`src/sv/wke_pkg.sv`:
```
`default_nettype none
package wke_pkg;

  // fixed field widths
  localparam int MAG_W     = 32;   // |origin - neighbour| always fits 32 bits
  localparam int SQ_W      = 64;
  localparam int R2_W      = 66;
  localparam int ROOT_W    = 33;
  localparam int CFG_W     = 32;
  localparam int WEIGHT_W  = 31;
  localparam int GRAD_W    = 32;
  localparam int W_W       = 39;   // weight before saturation
  localparam int P_W       = 40;   // gradient magnitude factor
  localparam int P_LO_W    = 20;   // split of P for the final multiply
  localparam int M_W       = 41;   // per-axis gradient magnitude
  localparam int CFG_IDX_W = 2;

  // register indexes
  localparam logic [CFG_IDX_W-1:0] CFG_INV_H = 2'd0;
  localparam logic [CFG_IDX_W-1:0] CFG_W_FAC = 2'd1;
  localparam logic [CFG_IDX_W-1:0] CFG_G_FAC = 2'd2;

  // saturation limits
  localparam logic [M_W-1:0] POS_LIM = 41'h0_7FFF_FFFF;
  localparam logic [M_W-1:0] NEG_LIM = 41'h0_8000_0000;
  localparam logic [W_W-1:0] W_LIM   = 39'h00_7FFF_FFFF;

  // pair data travelling beside the square root
  typedef struct packed {
    logic [2:0][MAG_W-1:0] mag;
    logic [2:0]            neg;
  } pair_t;

  // flags travelling beside the kernel polynomial
  typedef struct packed {
    logic [2:0] neg;
    logic       zero;
    logic       outside;
  } flags_t;

  // kernel results waiting for the direction quotients
  typedef struct packed {
    logic [W_W-1:0] w;
    logic [P_W-1:0] p;
    flags_t         flags;
  } kern_t;

endpackage
`default_nettype wire

```
`src/sv/wke_div.sv`:
```
`default_nettype none
// Pipelined restoring divider: (num << FRAC_BITS) / den, quotient at most 1.0 when num <= den.
module wke_div #(
  parameter int FRAC_BITS = 16
) (
  input  wire logic                          clk,
  input  wire logic [wke_pkg::MAG_W-1:0]     in_num,
  input  wire logic [wke_pkg::ROOT_W-1:0]    in_den,
  output logic [FRAC_BITS:0]                 out_quo
);

  localparam int NW = wke_pkg::ROOT_W + FRAC_BITS;
  localparam int QB = FRAC_BITS + 1;
  localparam int DW = wke_pkg::ROOT_W;

  logic [NW-1:0] rem_r [QB];
  logic [DW-1:0] den_r [QB];
  logic [QB-1:0] quo_r [QB];

  for (genvar s = 0; s < QB; s++) begin : g_stage
    localparam int K = QB - 1 - s;
    logic [NW-1:0] rem_prev;
    logic [DW-1:0] den_prev;
    logic [QB-1:0] quo_prev;
    logic [NW-1:0] trial;
    logic          take;

    if (s == 0) begin : g_first
      assign rem_prev = NW'(in_num) << FRAC_BITS;
      assign den_prev = in_den;
      assign quo_prev = '0;
    end else begin : g_next
      assign rem_prev = rem_r[s-1];
      assign den_prev = den_r[s-1];
      assign quo_prev = quo_r[s-1];
    end

    assign trial = NW'(den_prev) << K;
    assign take  = (trial <= rem_prev);

    always_ff @(posedge clk) begin
      rem_r[s] <= take ? (rem_prev - trial) : rem_prev;
      quo_r[s] <= take ? (quo_prev | (QB'(1) << K)) : quo_prev;
      den_r[s] <= den_prev;
    end
  end

  assign out_quo = quo_r[QB-1];

endmodule
`default_nettype wire

```
`config.mk`:
```
export PLATFORM = sky130hd
export DESIGN_NAME = wke_div
export DESIGN_NICKNAME = d
export VERILOG_FILES = /design/src/sv/wke_pkg.sv /design/src/sv/wke_div.sv
export SDC_FILE = /design/constraint.sdc
export NUM_CORES = 2
export LEC_CHECK = 0
export ABC_CLOCK_PERIOD_IN_PS = 6610
export BUFFER_PORTS_ARGS = -buffer_cell sky130_fd_sc_hd__buf_4
export CAP_MARGIN = 20
export CORE_ASPECT_RATIO = 0.7
export CORE_UTILIZATION = 31
export CTS_CLUSTER_SIZE = 10
export DETAILED_ROUTE_END_ITERATION = 8
export PLACE_DENSITY = 0.44
export SETUP_SLACK_MARGIN = 0.02
export SYNTH_ARGS = -nofsm -noshare
export SYNTH_HDL_FRONTEND = slang
export SYNTH_SLANG_ARGS = --single-unit
```
`constraint.sdc`:
```
create_clock -name clk -period 6.61 [get_ports clk]
set_input_delay 0.661 -clock clk [delete_from_list [all_inputs] [get_ports clk]]
set_output_delay 0.661 -clock clk [all_outputs]
set_load 0.02 [all_outputs]
```
== Yosys cells after proc, flatten, opt, wreduce, memory -nomap -nowiden ==
Memories as Yosys holds them, arrays and structs flattened.
Index checks and enable logic that the tools add are counted.
Widths: inputs -> output; s select.
Cells by class
  add/sub/neg operators: 17
  multiply operators: 0
  div/mod/pow operators: 0
  magnitude comparators: 17
  equality and inequality tests: 0
  shifts and indexed selects: 0
  muxes and demuxes: 34
  bitwise gates (word level): 0
  reduce and logical (&&, ||, !) cells: 0
Operators by type and width (number)
  $mux 49: 17
  $le 33x49->1: 1
  $le 34x49->1: 1
  $le 35x49->1: 1
  $le 36x49->1: 1
  $le 37x49->1: 1
  $le 38x49->1: 1
  $le 39x49->1: 1
  $le 40x49->1: 1
  $le 41x49->1: 1
  $le 42x49->1: 1
  $le 43x49->1: 1
  $le 44x49->1: 1
  $le 45x49->1: 1
  $le 46x49->1: 1
  $le 47x49->1: 1
  $le 48x49->1: 1
  $le 49x48->1: 1
  $sub 48x49->49: 1
  $sub 49x33->49: 1
  $sub 49x34->49: 1
  $sub 49x35->49: 1
  $sub 49x36->49: 1
  $sub 49x37->49: 1
  other kinds (28): 28
Word-level totals
  bits in registers: 0
  latch bits: 0
  memory bits (writable): 1683
  memory bits (read-only): 0
  bits of input ports: 66
  output and inout port bits: 17
  memories: 3
Memories
  rem_r: depth 17, bits a word 49, rd ports 16, clocked after Yosys merged registers in 0, write ports 17, RTL line wke_div.sv:16  | logic [NW-1:0] rem_r [QB];
  den_r: depth 17, bits a word 33, rd ports 16, clocked after Yosys merged registers in 0, write ports 17, RTL line wke_div.sv:17  | logic [DW-1:0] den_r [QB];
  quo_r: depth 17, bits a word 17, rd ports 17, clocked after Yosys merged registers in 0, write ports 17, RTL line wke_div.sv:18  | logic [QB-1:0] quo_r [QB];

== Depth between registers and ports, before layout ==
An unclocked memory read counts as a cell.
  word-level depth: 3
  mapped depth: 16
  mapped depth without buffers: 13

== Least setup slack after synthesis ==
Ideal clock, no wire load.
  kind: reg-to-reg
  start point: memory den_r[0][13] (netlist name)
  end point: memory rem_r[0][72] (netlist name)
  arrival: 3197 ps
  slack: 3292 ps
  stages on the path, launching flop included: 14
  path buffers: 2
  cell sequence: dfxtp_1 > inv_1 > ha_1 > clkbuf_1 > a21oi_1 > o21ai_0 > a31o_2 > or2_0 > o211a_1 > or4b_1 > a211oi_1 > nor2_1 > buf_2 > mux2_2
RTL lines (RTL line)
  start: declaration: wke_div.sv:17
  end: declaration: wke_div.sv:16

==> results.yml <==
route:
  drt_iter0_markers: 5365
  vias: 52700
  avgViaCountPerCell: 5.05
  drtAntennaViolNets: 0
  drc: 0
  wl_per_cell_um: 18.8
  wl_um: 197000
  dr.pass1.iters: 9
cells_and_area:
  instances_no_fill: 10500
  fillers: 21500
  layout.nets: 8263
  synthToLayoutAreaGrowth_pct: 13.6
  layout-drive-gt1-share_pct: 6.51
sta:
  period_share_pct: 74.9
  fin_setup_tns_ns: 0
  worstMarginPinSlew_ns: 1.24
  max-slew-margin-rel_pct: 16.5
  whs_ns: 0.0752
  slew_violations: 0
  rsz0062_at_grt: "no"
  skew_ns: 0.0539
  finalSetupViolCount: 0
  fmax_mhz: 202
  hold_viol: 0
  finalCriticalPeriod_ns: 4.95
power_and_ir_drop:
  p_leak_uw: 0.0335
  power.density_mw_per_mm2: 526
  peakVddDrop_mv: 0.183
global_route:
  grt_max_degree: 74
  grt_pass1_wl_um: 301000
  grtUsageTotal_pct: 18.2
  grt_util_met1_pct: 31.8
  grt-ovfl-total: 0
  gr-usage-met3_pct: 6.48
  use_met2_pct: 19.1
  antenna_found_initial: 5
  grt.busiest_layer: "met1"
  grt_pass1_vias: 48500
worst_hold_path:
  min_path_cells: 3
  min_to: "rem_r[0][27]"
  worst_hold_startpoint: "in_num[11]"
  hold_path_class: "input pin to register"
critical_path:
  r2r-end: "rem_r[0][289]"
  critical_path_class: "register to register"
  startpoint: "den_r[0][136]"
  required_ns: 7.24
  r2r-start: "den_r[0][136]"
  critPathArrivalTime_ns: 5.58
  reg2regPathDepth: 14
  path_max_fanout: 42
  rrSetupSlack_ns: 1.66
  crit_path_start_kind: "register"
  critPathCaptureType: "register"
placed_design:
  post-place-cells: 10200
  dp_hpwl_um: 157000
  routabilityCongestion: 0.919
  io_buffers: 82
logic_synthesis:
  ys_ff_latch: 1329
  yosysUniqueCellTypes: 87
  synth_top_area_share_pct: 40.6
  ys_top_cells_by_count: "dfxtp_1, inv_1, a21oi_1"
  synthesis.nets: 8110
  synth_cells: 7469
  netlist_top_cells_area: "dfxtp_1, ha_1, a21oi_1"
  synth_area_mm2: 0.0655
  postSynth.asyncResetShare_pct: 0
  synth_top_cell_by_area: "dfxtp_1"
  synthFlopType: "dfxtp_1"
  ys_seq_area_share_pct: 40.6
  post-synth-top-count-cell: "dfxtp_1"
  synth_edf_count: 0
  syn_area_per_cell_um2: 8.77
  yosysWarnings: 0
clocking:
  cts_max_path_buffers: 4
  clock-root-buffer: "clkbuf_16"
  cts_tree: "built"
  htreeDepth: 4
  clk_pin_slew_ns: 0.05
  cts_made_buffers: 166
  numClockSinks: 1329
  cts_resized: 0
  clk_latency_ns: 0.81
die:
  dieArea_mm2: 0.213
  die_y_um: 387
  start_util_pct: 31.3
  num_rows: 140
  die_w_um: 551
  coreArea_mm2: 0.209
  io_pins: 83
run_status:
  status: "complete, no violations"
job:
  drv_cap: 0
critical path: stages (launching register included):
cell       delay, ns
dfxtp_1         0.34
inv_1           0.05
ha_1            0.33
nand2_1         0.46
a21oi_1         0.61
o21ai_0         0.40
a21oi_1         0.62
o21bai_1        0.28
a31oi_1         0.40
o21ai_1         0.12
buf_4           0.25
inv_2           0.09
buf_4           0.43
o2111ai_1       0.22
xnor2_1         0.17
routing by layer:
layer | wire (um) | vias up | part of all wire (%)
met5 | 0 | - | 0
li1 | - | 26300 | -
met4 | 2970 | 0 | 1.5
met3 | 21000 | 201 | 11
met2 | 58400 | 1589 | 30
met1 | 114000 | 24600 | 58
timing repair:
item | in CTS | in global routing
endpoints found under the setup margin | 0 | 0
setup buffers | 0 | 0
hold buffers | 33 | 0
hold endpoints to repair | 33 | 0
placed cells by master (no fill, tap or decap), types with 57 or more instances in the layout:
cell       synthesis  layout
dfxtp_1         1329    1329
inv_1            722     722
xor2_1           231     231
nor2_1           481     479
clkbuf_16          0     167
a31oi_1           58      57
a211oi_1          59      58
o21ai_0          511     511
o31ai_1           60      59
nand2b_1          67      67
nand4_1           97      97
nor2b_1           78      78
o21bai_1          58      58
buf_4              0     137
a21oi_1          682     679
and3_1            65      65
o21a_1            79      79
nor3_1           116     115
nand2_1          588     588
nand3_1          138     138
xnor2_1          308     308
a21o_1           325     325
ha_1             559     559
mux2_2            69      69
cells by family (layout without fill, tap and decap cells):
kind of cell	after synthesis	in the layout	synth area share [%]
AO/OA/AOI/OAI	2108	2108	19.9
XOR/XNOR	539	539	7.21
adder cells (fa/ha/maj)	575	575	11.2
buffers and inverters	920	1129	5.33
flip-flops	1329	1329	40.6
multiplexers	100	100	1.84
other	0	4	0
AND/OR/NAND/NOR	1898	1898	13.9
stage by stage:
stage	total power, uW	cell area (um^2)	utilization (%)	setup WS, ns
global placement	30600	69400	33.2	1.55
finish	39100	74400	35.6	1.66
detailed placement	30600	69400	33.2	1.90
global route	42100	74400	35.6	1.50
floorplan	25400	65500	-	3.29
CTS	39100	74300	35.6	1.81
worst max-delay path by stage:
stage	cells past startpoint	slack, ns	end
6_report	14	1.66	rem_r[0][289]
5_1_grt	14	1.50	rem_r[0][714]
4_1_cts	13	1.81	rem_r[0][714]
3_5_place_dp	13	1.90	rem_r[0][714]
3_3_place_gp	14	1.55	rem_r[0][289]
2_1_floorplan	13	3.29	rem_r[0][72]
where the power goes:
group | leakage [uW] | switching, uW | internal [uW]
clock network | 0.00223 | 3340 | 4680
registers | 0.0112 | 1580 | 10500
logic | 0.0201 | 11200 | 7770
total | 0.0335 | 16100 | 23000
cell type report:
type	count	area (um^2)	area share [%]
diodes	4	10.0	0.0135
well taps	2769	3460	4.66
multi-input cells	5220	35600	47.8
inverters	724	2720	3.65
repair buffers	181	1460	1.96
clock inverters	11	83.8	0.113
flip-flops and latches	1329	26600	35.8
clock buffers	213	4480	6.03
sequential cells by signal, indices dropped and copies added (netlist names):
signal,count
den_r,528
quo_r,153
rem_r,648
No activity file was read; power rests on OpenSTA's default activity.
